<file path="src/rtl/centered_image_to_framebuffer_writer_assert.svh">
// ----------------------------------------------------------------------------
// Assertion macros for the centered image framebuffer writer
// Shared property forms, clocked on clk and disabled during rst.
// ----------------------------------------------------------------------------
`ifndef CENTERED_IMAGE_TO_FRAMEBUFFER_WRITER_ASSERT_SVH
`define CENTERED_IMAGE_TO_FRAMEBUFFER_WRITER_ASSERT_SVH

// same-cycle implication
`define CIFW_ASSERT_IMP(label, ante, cons, msg) \
  label: assert property (@(posedge clk) disable iff (rst) (ante) |-> (cons)) \
    else $error(msg);

// next-cycle implication
`define CIFW_ASSERT_NEXT(label, ante, cons, msg) \
  label: assert property (@(posedge clk) disable iff (rst) (ante) |=> (cons)) \
    else $error(msg);

`endif

</file>
<file path="src/rtl/cifw_pkg.sv">
// ----------------------------------------------------------------------------
// cifw_pkg
// Types, register indexes and pixel conversion for the framebuffer writer.
// ----------------------------------------------------------------------------
`default_nettype none

package cifw_pkg;

  localparam int RUN_W     = 23;
  localparam int CFG_W     = 12;
  localparam int CFG_IDX_W = 3;
  localparam int Q_DEPTH   = 4;
  localparam int Q_PTR_W   = 2;
  localparam int Q_CNT_W   = 3;

  // register indexes
  localparam logic [CFG_IDX_W-1:0] REG_FRAME_WIDTH  = 3'd0;
  localparam logic [CFG_IDX_W-1:0] REG_FRAME_HEIGHT = 3'd1;
  localparam logic [CFG_IDX_W-1:0] REG_IMAGE_WIDTH  = 3'd2;
  localparam logic [CFG_IDX_W-1:0] REG_IMAGE_HEIGHT = 3'd3;
  localparam logic [CFG_IDX_W-1:0] REG_OUT_FORMAT   = 3'd4;
  localparam logic [CFG_IDX_W-1:0] REG_IN_FORMAT    = 3'd5;

  // reset values
  localparam logic [CFG_W-1:0] RST_FRAME_WIDTH  = 12'd1200;
  localparam logic [CFG_W-1:0] RST_FRAME_HEIGHT = 12'd900;
  localparam logic [CFG_W-1:0] RST_IMAGE_WIDTH  = 12'd1200;
  localparam logic [CFG_W-1:0] RST_IMAGE_HEIGHT = 12'd900;

  // format codes
  localparam logic OUT_RGB565 = 1'b0;
  localparam logic IN_GREY    = 1'b0;

  // conversion constants
  localparam logic [7:0]  LOW3_MASK  = 8'h07;
  localparam logic [7:0]  LOW2_MASK  = 8'h03;
  localparam logic [7:0]  RB_BIAS    = 8'h03;
  localparam logic [7:0]  G_BIAS     = 8'h01;
  localparam logic [7:0]  RB_KEEP    = 8'hF8;
  localparam logic [7:0]  G_KEEP     = 8'hFC;
  localparam logic [31:0] ALPHA_FULL = 32'hff000000;

  typedef struct packed {
    logic [CFG_W-1:0] frame_width;
    logic [CFG_W-1:0] frame_height;
    logic [CFG_W-1:0] image_width;
    logic [CFG_W-1:0] image_height;
    logic             out_format;
    logic             in_format;
  } cfg_t;

  typedef struct packed {
    logic [31:0]      pix;
    logic [31:0]      fill;
    logic [RUN_W-1:0] top_run;
    logic             top_nz;
    logic [RUN_W-1:0] gap_run;
    logic             gap_nz;
    logic [RUN_W-1:0] bot_run;
    logic             bot_nz;
    logic             first;
    logic             row_end;
    logic             frame_end;
  } run_entry_t;

  function automatic logic [31:0] conv_pixel(input logic [7:0] c0, input logic [7:0] c1,
                                             input logic [7:0] c2, input logic in_fmt,
                                             input logic out_fmt);
    logic [7:0] r;
    logic [7:0] g;
    logic [7:0] b;
    logic [7:0] rr;
    logic [7:0] gg;
    logic [7:0] bb;
    r  = c0;
    g  = (in_fmt == IN_GREY) ? c0 : c1;
    b  = (in_fmt == IN_GREY) ? c0 : c2;
    rr = (r | ((r & LOW3_MASK) + RB_BIAS)) & RB_KEEP;
    gg = (g | ((g & LOW2_MASK) + G_BIAS)) & G_KEEP;
    bb = b | ((b & LOW3_MASK) + RB_BIAS);
    if (out_fmt == OUT_RGB565) begin
      conv_pixel = {16'd0, rr[7:3], gg[7:2], bb[7:3]};
    end else begin
      conv_pixel = ALPHA_FULL | {8'd0, r, g, b};
    end
  endfunction

endpackage

`default_nettype wire

</file>
<file path="src/rtl/cifw_front.sv">
// ----------------------------------------------------------------------------
// cifw_front
// Accepts pixels, converts them, tracks raster position and works out the
// margin runs over two register stages before pushing a run entry.
// ----------------------------------------------------------------------------
`default_nettype none

module cifw_front import cifw_pkg::*; #(
  parameter int MAX_WIDTH  = 2048,
  parameter int MAX_HEIGHT = 2048
) (
  input  wire logic               clk,
  input  wire logic               rst,
  input  wire cfg_t               cfg,
  input  wire logic               in_valid,
  output logic                    in_ready,
  input  wire logic [7:0]         chan0,
  input  wire logic [7:0]         chan1,
  input  wire logic [7:0]         chan2,
  input  wire logic [Q_CNT_W-1:0] q_level,
  output logic                    push,
  output run_entry_t              entry
);

  localparam int WW = $clog2(MAX_WIDTH + 1);
  localparam int HW = $clog2(MAX_HEIGHT + 1);
  localparam int PW = WW + HW;
  localparam int MW = PW + 1;

  logic [WW-1:0] fw_c, iw_c, gap_w, left;
  logic [HW-1:0] fh_c, ih_c, gap_h, top, bottom;
  logic [WW-1:0] column_count, col_inc;
  logic [HW-1:0] row_count, row_inc;
  logic          first_pending;
  logic [31:0]   fill_word;
  logic [31:0]   pix;
  logic          accept, row_end, frame_end;
  logic [Q_CNT_W-1:0] occ;

  // stage 1
  logic          v1;
  logic [31:0]   pix1, fill1;
  logic          first1, row_end1, frame_end1;
  logic [WW-1:0] fw1, gap1, left1;
  logic [HW-1:0] top1, bot1;

  // stage 2
  logic          v2;
  logic [31:0]   pix2, fill2;
  logic          first2, row_end2, frame_end2;
  logic [WW-1:0] gap2, left2;
  logic [PW-1:0] prod_top, prod_bot;

  logic [MW-1:0] m_top;
  logic [PW-1:0] m_bot;

  // clamp register values into the legal dimension range
  always_comb begin
    if (cfg.frame_width == '0) fw_c = WW'(1);
    else if (32'(cfg.frame_width) > MAX_WIDTH) fw_c = WW'(MAX_WIDTH);
    else fw_c = WW'(cfg.frame_width);
    if (cfg.image_width == '0) iw_c = WW'(1);
    else if (32'(cfg.image_width) > MAX_WIDTH) iw_c = WW'(MAX_WIDTH);
    else iw_c = WW'(cfg.image_width);
    if (cfg.frame_height == '0) fh_c = HW'(1);
    else if (32'(cfg.frame_height) > MAX_HEIGHT) fh_c = HW'(MAX_HEIGHT);
    else fh_c = HW'(cfg.frame_height);
    if (cfg.image_height == '0) ih_c = HW'(1);
    else if (32'(cfg.image_height) > MAX_HEIGHT) ih_c = HW'(MAX_HEIGHT);
    else ih_c = HW'(cfg.image_height);
  end

  always_comb begin
    gap_w  = (fw_c > iw_c) ? fw_c - iw_c : '0;
    gap_h  = (fh_c > ih_c) ? fh_c - ih_c : '0;
    left   = gap_w >> 1;
    top    = gap_h >> 1;
    bottom = gap_h - top;
  end

  always_comb begin
    pix       = conv_pixel(chan0, chan1, chan2, cfg.in_format, cfg.out_format);
    col_inc   = column_count + WW'(1);
    row_inc   = row_count + HW'(1);
    row_end   = (col_inc >= iw_c);
    frame_end = row_end && (row_inc >= ih_c);
  end

  // leave room in the queue for every word still in the two stages
  assign occ      = q_level + Q_CNT_W'(v1) + Q_CNT_W'(v2);
  assign in_ready = (occ < Q_CNT_W'(Q_DEPTH));
  assign accept   = in_valid && in_ready;

  always_ff @(posedge clk) begin
    if (rst) begin
      column_count  <= '0;
      row_count     <= '0;
      first_pending <= 1'b1;
      fill_word     <= '0;
      v1            <= 1'b0;
      v2            <= 1'b0;
    end else begin
      v1 <= accept;
      v2 <= v1;
      if (accept) begin
        if (first_pending) begin
          fill_word <= pix;
        end
        if (frame_end) begin
          column_count  <= '0;
          row_count     <= '0;
          first_pending <= 1'b1;
        end else if (row_end) begin
          column_count  <= '0;
          row_count     <= row_inc;
          first_pending <= 1'b0;
        end else begin
          column_count  <= col_inc;
          first_pending <= 1'b0;
        end
      end
    end
  end

  always_ff @(posedge clk) begin
    pix1       <= pix;
    fill1      <= first_pending ? pix : fill_word;
    first1     <= first_pending;
    row_end1   <= row_end;
    frame_end1 <= frame_end;
    fw1        <= fw_c;
    gap1       <= gap_w;
    left1      <= left;
    top1       <= top;
    bot1       <= bottom;

    pix2       <= pix1;
    fill2      <= fill1;
    first2     <= first1;
    row_end2   <= row_end1;
    frame_end2 <= frame_end1;
    gap2       <= gap1;
    left2      <= left1;
    prod_top   <= PW'(top1) * PW'(fw1);
    prod_bot   <= PW'(bot1) * PW'(fw1);
  end

  always_comb begin
    m_top = MW'(prod_top) + MW'(left2);
    if (prod_bot > PW'(left2)) m_bot = prod_bot - PW'(left2);
    else m_bot = '0;
  end

  always_comb begin
    entry.pix       = pix2;
    entry.fill      = fill2;
    entry.top_run   = RUN_W'(m_top);
    entry.top_nz    = (m_top != '0);
    entry.gap_run   = RUN_W'(gap2);
    entry.gap_nz    = (gap2 != '0);
    entry.bot_run   = RUN_W'(m_bot);
    entry.bot_nz    = (m_bot != '0);
    entry.first     = first2;
    entry.row_end   = row_end2;
    entry.frame_end = frame_end2;
  end

  assign push = v2;

endmodule

`default_nettype wire

</file>
<file path="src/rtl/cifw_queue.sv">
// ----------------------------------------------------------------------------
// cifw_queue
// Short FIFO of run entries between the front and the back.
// ----------------------------------------------------------------------------
`default_nettype none

module cifw_queue import cifw_pkg::*; (
  input  wire logic               clk,
  input  wire logic               rst,
  input  wire logic               push,
  input  wire run_entry_t         din,
  input  wire logic               pop,
  output run_entry_t              dout,
  output logic [Q_CNT_W-1:0]      level
);

  run_entry_t         slots [Q_DEPTH];
  logic [Q_PTR_W-1:0] wr_ptr, rd_ptr;

  always_ff @(posedge clk) begin
    if (rst) begin
      wr_ptr <= '0;
      rd_ptr <= '0;
      level  <= '0;
    end else begin
      if (push) wr_ptr <= wr_ptr + Q_PTR_W'(1);
      if (pop)  rd_ptr <= rd_ptr + Q_PTR_W'(1);
      if (push && !pop) level <= level + Q_CNT_W'(1);
      else if (pop && !push) level <= level - Q_CNT_W'(1);
    end
  end

  always_ff @(posedge clk) begin
    if (push) slots[wr_ptr] <= din;
  end

  assign dout = slots[rd_ptr];

endmodule

`default_nettype wire

</file>
<file path="src/rtl/cifw_back.sv">
// ----------------------------------------------------------------------------
// cifw_back
// Walks each entry through its runs (top margin, pixel, row gap, bottom)
// and drives the output word register.
// ----------------------------------------------------------------------------
`default_nettype none

module cifw_back import cifw_pkg::*; (
  input  wire logic             clk,
  input  wire logic             rst,
  input  wire logic             q_valid,
  input  wire run_entry_t       head,
  output logic                  pop,
  output logic                  out_valid,
  input  wire logic             out_ready,
  output logic [31:0]           fb_word,
  output logic [RUN_W-1:0]      repeat_count,
  output logic                  frame_done
);

  typedef enum logic [1:0] {
    P_TOP,
    P_PIX,
    P_GAP,
    P_BOT
  } phase_t;

  phase_t           ph, eff, nxt;
  logic             app_top, app_gap, app_bot, last, load;
  logic [31:0]      word;
  logic [RUN_W-1:0] count;

  always_comb begin
    app_top = head.first && head.top_nz;
    app_gap = head.row_end && head.gap_nz;
    app_bot = head.frame_end && head.bot_nz;
    // ph holds only a phase that applies, or the top phase of a fresh entry
    eff = (ph == P_TOP && !app_top) ? P_PIX : ph;
    nxt  = P_TOP;
    last = 1'b1;
    case (eff)
      P_TOP: begin
        nxt  = P_PIX;
        last = 1'b0;
      end
      P_PIX: begin
        if (app_gap) begin
          nxt  = P_GAP;
          last = 1'b0;
        end else if (app_bot) begin
          nxt  = P_BOT;
          last = 1'b0;
        end
      end
      P_GAP: begin
        if (app_bot) begin
          nxt  = P_BOT;
          last = 1'b0;
        end
      end
      default: begin
        nxt  = P_TOP;
        last = 1'b1;
      end
    endcase
  end

  always_comb begin
    case (eff)
      P_TOP: begin
        word  = head.fill;
        count = head.top_run;
      end
      P_PIX: begin
        word  = head.pix;
        count = RUN_W'(1);
      end
      P_GAP: begin
        word  = head.fill;
        count = head.gap_run;
      end
      default: begin
        word  = head.fill;
        count = head.bot_run;
      end
    endcase
  end

  assign load = q_valid && (!out_valid || out_ready);
  assign pop  = load && last;

  always_ff @(posedge clk) begin
    if (rst) begin
      ph        <= P_TOP;
      out_valid <= 1'b0;
    end else begin
      if (load) begin
        out_valid    <= 1'b1;
        fb_word      <= word;
        repeat_count <= count;
        frame_done   <= last && head.frame_end;
        ph           <= last ? P_TOP : nxt;
      end else if (out_ready) begin
        out_valid <= 1'b0;
      end
    end
  end

endmodule

`default_nettype wire

</file>
<file path="src/rtl/centered_image_to_framebuffer_writer.sv">
// Path: a word passes the two front register stages, the run queue and the
// output word register. Throughput: one pixel per cycle while each pixel yields
// one run and out_ready holds; a pixel that also closes a row or starts or ends
// the frame yields one word per run (up to 4) from the single output register.
// Reset: registers return to their defaults, raster counters clear, the queue
// empties and the next pixel starts a new frame.
// ----------------------------------------------------------------------------
// centered_image_to_framebuffer_writer
// Places an image in the middle of a framebuffer and emits it as runs.
// ----------------------------------------------------------------------------
`default_nettype none

module centered_image_to_framebuffer_writer import cifw_pkg::*; #(
  parameter int MAX_WIDTH  = 2048,
  parameter int MAX_HEIGHT = 2048
) (
  input  wire logic                 clk,
  input  wire logic                 rst,
  input  wire logic                 cfg_we,
  input  wire logic [CFG_IDX_W-1:0] cfg_index,
  input  wire logic [CFG_W-1:0]     cfg_data,
  input  wire logic                 in_valid,
  output logic                      in_ready,
  input  wire logic [7:0]           chan0,
  input  wire logic [7:0]           chan1,
  input  wire logic [7:0]           chan2,
  output logic                      out_valid,
  input  wire logic                 out_ready,
  output logic [31:0]               fb_word,
  output logic [RUN_W-1:0]          repeat_count,
  output logic                      frame_done
);

  cfg_t               cfg;
  logic               q_push, q_pop;
  run_entry_t         q_din, q_dout;
  logic [Q_CNT_W-1:0] q_level;

  always_ff @(posedge clk) begin
    if (rst) begin
      cfg.frame_width  <= RST_FRAME_WIDTH;
      cfg.frame_height <= RST_FRAME_HEIGHT;
      cfg.image_width  <= RST_IMAGE_WIDTH;
      cfg.image_height <= RST_IMAGE_HEIGHT;
      cfg.out_format   <= OUT_RGB565;
      cfg.in_format    <= ~IN_GREY;
    end else if (cfg_we) begin
      case (cfg_index)
        REG_FRAME_WIDTH:  cfg.frame_width  <= cfg_data;
        REG_FRAME_HEIGHT: cfg.frame_height <= cfg_data;
        REG_IMAGE_WIDTH:  cfg.image_width  <= cfg_data;
        REG_IMAGE_HEIGHT: cfg.image_height <= cfg_data;
        REG_OUT_FORMAT:   cfg.out_format   <= cfg_data[0];
        REG_IN_FORMAT:    cfg.in_format    <= cfg_data[0];
        default: ;
      endcase
    end
  end

  cifw_front #(
    .MAX_WIDTH  (MAX_WIDTH),
    .MAX_HEIGHT (MAX_HEIGHT)
  ) u_front (
    .clk      (clk),
    .rst      (rst),
    .cfg      (cfg),
    .in_valid (in_valid),
    .in_ready (in_ready),
    .chan0    (chan0),
    .chan1    (chan1),
    .chan2    (chan2),
    .q_level  (q_level),
    .push     (q_push),
    .entry    (q_din)
  );

  cifw_queue u_queue (
    .clk   (clk),
    .rst   (rst),
    .push  (q_push),
    .din   (q_din),
    .pop   (q_pop),
    .dout  (q_dout),
    .level (q_level)
  );

  cifw_back u_back (
    .clk          (clk),
    .rst          (rst),
    .q_valid      (q_level != '0),
    .head         (q_dout),
    .pop          (q_pop),
    .out_valid    (out_valid),
    .out_ready    (out_ready),
    .fb_word      (fb_word),
    .repeat_count (repeat_count),
    .frame_done   (frame_done)
  );

`include "centered_image_to_framebuffer_writer_assert.svh"

  `CIFW_ASSERT_IMP(a_no_overflow, q_push && !q_pop, q_level != Q_CNT_W'(Q_DEPTH),
    "run queue overflow")
  `CIFW_ASSERT_IMP(a_no_underflow, q_pop, q_level != '0, "run queue underflow")
  `CIFW_ASSERT_NEXT(a_pop_drains, q_pop && !q_push,
    q_level == $past(q_level) - Q_CNT_W'(1), "queue level did not drop on pop")

endmodule

`default_nettype wire

</file>
<file path="config.mk">
export PLATFORM = sky130hd
export DESIGN_NAME = centered_image_to_framebuffer_writer
export DESIGN_NICKNAME = d
export VERILOG_FILES = /design/src/rtl/cifw_pkg.sv /design/src/rtl/cifw_front.sv /design/src/rtl/cifw_queue.sv /design/src/rtl/cifw_back.sv /design/src/rtl/centered_image_to_framebuffer_writer.sv
export VERILOG_INCLUDE_DIRS = /design/src /design/src/rtl
export SDC_FILE = /design/constraint.sdc
export NUM_CORES = 2
export LEC_CHECK = 0
export BUFFER_PORTS_ARGS = -buffer_cell sky130_fd_sc_hd__buf_2
export CAP_MARGIN = 20
export CORE_ASPECT_RATIO = 1.25
export CORE_MARGIN = 4
export CORE_UTILIZATION = 63
export CTS_CLUSTER_DIAMETER = 60
export CTS_CLUSTER_SIZE = 30
export DETAILED_ROUTE_END_ITERATION = 8
export PLACE_DENSITY = 0.85
export RECOVER_POWER = 50
export SYNTH_ARGS = -nofsm -noshare
export SYNTH_HDL_FRONTEND = slang
export SYNTH_SLANG_ARGS = --single-unit
export TNS_END_PERCENT = 5
</file>
<file path="constraint.sdc">
create_clock -name clk -period 5.8 [get_ports clk]
set_clock_uncertainty 0.1 [all_clocks]
set_input_delay 0.87 -clock clk [delete_from_list [all_inputs] [get_ports clk]]
set_output_delay 0.87 -clock clk [all_outputs]
set_load 0.02 [all_outputs]
</file>
-- Yosys cells after proc, flatten, opt, wreduce, memory -nomap -nowiden
Memory sizes are Yosys's and may differ from the RTL's. A register that Yosys moved wholly into a read port is not among the register bits.
Cells that the tools add are included.
- add/subtract/negate cells: 16
- multiply operators: 2
- order comparisons: 10
- equality and inequality tests: 7
- mux-type cells: 37
- bitwise logic cells: 4
- reductions and logical operators: 38
- operator list (cell ; number):
    $mux W12 ; 13
    $mux W32 ; 3
    $pmux W23 S3 ; 1
    $gt A12 B12 Y1 const B ; 4
    $logic_not A12 Y1 ; 4
    $add A24 B11 Y25 ; 1
    $reduce_bool A25 Y1 ; 1
    $add A12 B1 Y12 const B ; 2
    $ge A12 B12 Y1 ; 2
    $gt A12 B12 Y1 ; 2
    $gt A24 B11 Y1 ; 1
    $mul A12 B12 Y24 ; 1
    $mux W24 ; 1
    $or A8 B8 Y8 ; 3
    $reduce_bool A24 Y1 ; 1
    $sub A12 B12 Y12 ; 2
    $sub A24 B11 Y24 ; 1
    $mul A11 B12 Y23 ; 1
    $mux W8 ; 2
    $reduce_and A2 Y1 ; 8
    $mux W2 ; 6
    $reduce_bool A12 Y1 ; 1
    $sub A12 B11 Y12 ; 1
    $logic_and A1 B1 Y1 ; 11
    other kinds (23) ; 41
- register bits after elaboration: 427
- memory bits (writable): 512
- output and inout bits: 58
- logic and storage cells: 154
- memories: 1
- memories (name ; words ; bits a word ; read ports ; clocked after Yosys merged registers in ; wr ports ; RTL line ; text):
    u_queue.slots ; 4 ; 128 ; 1 ; 1 ; 1 ; cifw_queue.sv:17 ; run_entry_t slots [Q_DEPTH];

-- Logic depth before layout (Yosys ltp)
- depth after elaboration: 10
- depth in mapped cells: 27
- mapped depth without buffers: 26

-- Modules after synthesis
From an unflattened synthesis, not the netlist that was laid out.
- cells, all modules: 3610
- area total of the unflattened synthesis: 47470.5 µm²
- by module, submodules not included (module ; instances ; cells each ; area an instance (µm²) ; sequential area each (µm²)):
    cifw_front ; 1 ; 2476 ; 22034.9 ; 5705.5
    cifw_queue ; 1 ; 768 ; 20487.1 ; 16876.2
    cifw_back ; 1 ; 174 ; 2920.3 ; 1741.7
    centered_image_to_framebuffer_writer ; 1 ; 192 ; 2028.2 ; 1001.0

-- Worst setup path before layout
OpenSTA, ideal clock, no wires.
- path type: register -> register
- from: register u_front.fw1[3]
- to: register u_front.prod_bot[22]
- setup time: 0.072 ns
- arrival time: 5.081 ns
- slack: 0.546 ns
- stages on the path, launching flop included: 22
- path buffers: 1
- clock period less this slack: 5.254 ns
- path through: dfxtp_1 -> clkbuf_1 -> nand2_1 -> fa_1 -> inv_1 -> fa_1 -> inv_1 -> fa_1 -> inv_1 -> fa_1 -> inv_1 -> fa_1 -> inv_1 -> ha_1 -> or3_1 -> o2111ai_1 -> a21boi_0 -> o21ai_0 -> a211oi_1 -> a21bo_2 -> o41ai_2 -> xnor2_1
- longest elaborated chain between the ends: 1
- RTL lines (item ; RTL line ; text):
    start, declared ; cifw_front.sv:44 ; logic [WW-1:0] fw1, gap1, left1;
    start signal, assigned ; cifw_front.sv:131 ; fw1 <= fw_c;
    $mul A12 B12 Y24 ; cifw_front.sv:145 ; prod_bot <= PW'(bot1) * PW'(fw1);
    end signal, assigned ; cifw_front.sv:145 ;
    end, declared ; cifw_front.sv:52 ; logic [PW-1:0] prod_top, prod_bot;
Every way passes these cells.
A chain may end at the register's enable or synchronous reset.

-- Worst setup path in the final report
- from: register u_front.fw1[6]
- to: register u_front.prod_bot[22]
Same word-level chain as after synthesis.

==> metrics <==
clock slew at reported path FFs 0.10 ns; Post-CTS Resized 0; clk_lat worst skew 0.64 ns; Starting Density between 60% and 70%; Internal 13.2 mW; failing checks capacitance limit, slew limit; Slew HR -134%; Net Sw Power 7.87 mW; CP Buf/Inv Count 6; most used cell, CP inv_1; R2R setup slack 0.23 ns; Ports 102; Synth-to-Final Area Change 7.01%; Overflow after GRT 0; largest net degree at the start of global routing 71; Fin Setup TNS 0 ns; DP Cell Count 4319; Fin. Hold Viols 0; vias 26.6k; vias per cell 6.03; fin area 46200 µm²; CP Launch Type flop; mean post-synth cell area about 13 µm²; crit path max-delay cell type dfxtp_1; kind of critical path flop to flop; Async SR Flop Fraction 0%; Cell Count, Final, Fillers Out 4407; TritonCTS clock tree done; worst path required time approximately 6.2 ns; clk root buf clkbuf_16; initial antenna violation count 2; GRT Total Usage 25.6%; Sw Share 37.4%; # DRC 0; post-CTS setup buffers 0; PD cells ~460 nW/µm²; core box area 68000 µm²; CP delay by family, top adder cells; maximum VDD drop 0.582 mV; top cells by area, synth edfxtp_1 38%, dfxtp_1 16%, fa_1 9.0%; Die H 301 µm; Filler cells 4579; CP max stage delay 0.64 ns; routed wire length ~92000 µm; minimum clock period roughly 5.6 ns; Yosys top cell area share 37.5%; CP Depth 21; Worst R2R Start u_front.fw1[6]$_DFF_P_; Critical Path Sink u_front.prod_bot[22]$_DFF_P_; Rows 107; Inserted Diodes 0; Hold Buf Count CTS 0; sequential power share 40.1%; Port-buffer cells 101; leading register cell type out of synthesis edfxtp_1; Slew Viols, Final between 200 and 300; antenna-violating nets left 0; crit-path cells buf_4 > nand2_1 > fa_1 > inv_1 > ha_1 > inv_1 > fa_1 > inv_1 > fa_1 > inv_1 > fa_1 > inv_1 > ha_1 > or3_1 > o2111ai_1 > a21boi_0 > o21ai_0 > a211oi_1 > a21bo_2 > o41ai_2 > xnor2_1; Synthesis Warnings 0; fraction of layout cells with a size suffix above 1 9.90%; DP HPWL 63500 µm; Worst Reg-to-Reg Cells 21; First-pass DRT Iterations 8; Final setup viols 0; first-pass GRT wire length 148000 µm; crit path launch u_front.fw1[6]$_DFF_P_; final net count slightly below 4k; Final period util 96.1%; vias in the first global route 27.7k; Num CTS Buffers 46; RSZ-0062 raised after global routing no; H-tree Lvls 2; P_leak approximately 18 nW; worst hold-check path type flop to flop; Clock power frac 18.1%; post-synthesis instance area about 43000 µm²; Max Cap Violations 7; Mapped Cells 3437; die area about 73000 µm²; Die X roughly 240 µm; Yosys cell types 76; syn nets 3888; CTS Sinks about 890; Final Wtd Congestion 0.924; Clock Path Buffers 3; DRT iter0 DRCs around 2.2k; critical path fanouts, max 10; Worst Tran Pin Value around 3.5 ns; wire per inst 21.0 µm; status finished, violations left; Seq/Total Area, Yosys 53.6%; post-synth top area cell edfxtp_1; reg2reg end u_front.prod_bot[22]$_DFF_P_; FF+latch count, synth 887; CP arrival 6.00 ns; Critical Path End Type flop; placement-stage cell area 44700 µm²; Max Clock Freq 180 MHz; number of synthesized flops with an enable pin 540; Comb pwr share 41.8%
[layout by cell type (no fill, tap or decap), drive strengths merged, types with 93 or more instances in the layout]
| cell type | instances |
|---|---|
| a21oi | 144 |
| and2 | 141 |
| buf | 93 |
| clkbuf | 124 |
| dfxtp | 347 |
| edfxtp | 540 |
| fa | 195 |
| ha | 212 |
| inv | 326 |
| mux4 | 126 |
| nand2 | 415 |
| nor2 | 161 |
| o21ai | 95 |
[area by class of cell]
type | count | area [µm²] | share of cell area, %
Tap cell | 872 | 1090 | 2.36
Clock buffer | 62 | 1210 | 2.62
Multi-Input combinational cell | 2092 | 18300 | 39.6
Timing Repair Buffer | 155 | 841 | 1.82
Clock inverter | 24 | 412 | 0.890
Sequential cell | 887 | 23200 | 50.1
Inverter | 315 | 1180 | 2.56
[power groups by stage]
stage	clock, mW	sequential (mW)	combinational, mW
finish	3.82	8.46	8.80
global route	4.12	8.53	9.84
CTS	3.88	8.44	8.83
detailed placement	0	8.57	8.73
global placement	0	8.52	8.42
floorplan	0	8.37	6.54
[worst min path at each step]
stage	depth (start not counted)	slack [ns]	from	end
after global routing	0	0.22	u_front.pix1[20]$_DFF_P_	u_front.pix2[20]$_DFF_P_
after global placement	0	0.21	u_front.pix1[11]$_DFF_P_	u_front.pix2[11]$_DFF_P_
after detailed placement	0	0.21	u_front.fill1[11]$_DFF_P_	u_front.fill2[11]$_DFF_P_
after floorplan	0	0.21	u_front.fill1[0]$_DFF_P_	u_front.fill2[0]$_DFF_P_
final	0	0.21	u_front.pix1[20]$_DFF_P_	u_front.pix2[20]$_DFF_P_
after CTS	0	0.21	u_front.pix1[20]$_DFF_P_	u_front.pix2[20]$_DFF_P_
[cells by family after synthesis]
kind of cell	count (synthesis)	share of synthesized area [%]
buf+inv	458	4.02
fa+ha+maj	407	15.2
simple gates	981	10.9
xor+xnor	117	2.37
flops	887	53.6
compound gates	392	5.61
mux	195	8.32
[through the flow]
stage	worst slack, ns	hold slack, ns	total power, mW	utilization [%]
global route	0.00458	0.216	22.5	68.0
CTS	0.237	0.210	21.1	68.1
floorplan	0.546	0.210	14.9	-
finish	0.229	0.210	21.1	68.0
detailed placement	0.249	0.212	17.3	65.7
global placement	0.385	0.210	16.9	65.7
[flip-flops by register name, indices dropped and copies added, names as in the netlist, 23 cells and up, named ones only]
| register | flops |
|---|---|
| u_queue.slots | 484 |
| u_front.fill2 | 32 |
| cfg | 50 |
| u_back.fb_word | 32 |
| u_front.prod_bot | 24 |
| u_back.repeat_count | 23 |
| u_front.fill_word | 32 |
| u_front.fill1 | 32 |
| u_front.prod_top | 23 |
| u_front.pix1 | 25 |
| u_front.pix2 | 25 |
[synthesized netlist by cell type, types with 3 or more instances]
| cell type | n |
|---|---|
| edfxtp_1 | 540 |
| and3_1 | 26 |
| mux2i_1 | 17 |
| o21a_1 | 15 |
| nor3b_1 | 8 |
| ha_1 | 212 |
| fa_1 | 195 |
| mux4_2 | 126 |
| nor2_1 | 160 |
| and2_1 | 141 |
| nand4_1 | 13 |
| dfxtp_1 | 347 |
| o22ai_1 | 4 |
| a32o_1 | 11 |
| nand2_1 | 415 |
| xnor2_1 | 69 |
| o31a_1 | 4 |
| nand3b_1 | 29 |
| or3_1 | 15 |
| or3_2 | 3 |
| buf_1 | 5 |
| nor3_1 | 25 |
| o21ai_0 | 93 |
| clkbuf_1 | 124 |
| o211ai_1 | 10 |
| o21bai_1 | 5 |
| a31oi_1 | 13 |
| nor2b_1 | 42 |
| nor4_1 | 20 |
| inv_1 | 315 |
| xor2_1 | 48 |
| nand2b_1 | 22 |
| a211o_1 | 4 |
| a21o_1 | 28 |
| mux2_2 | 52 |
| a21boi_0 | 6 |
| nand4b_1 | 3 |
| o31ai_1 | 4 |
| a211oi_1 | 22 |
| buf_2 | 14 |
| a21oi_1 | 143 |
| a22oi_1 | 5 |
| nand3_1 | 45 |
[per-layer routing]
layer	track usage, %	vias to the layer above	share of wire (%)
met3	3.06	245	6.0
met4	10.7	2	4.7
li1	-	12100	-
met5	0	-	0.014
met1	31.4	13200	37
met2	46.2	1044	52
Power figures use the tool's default switching activity.
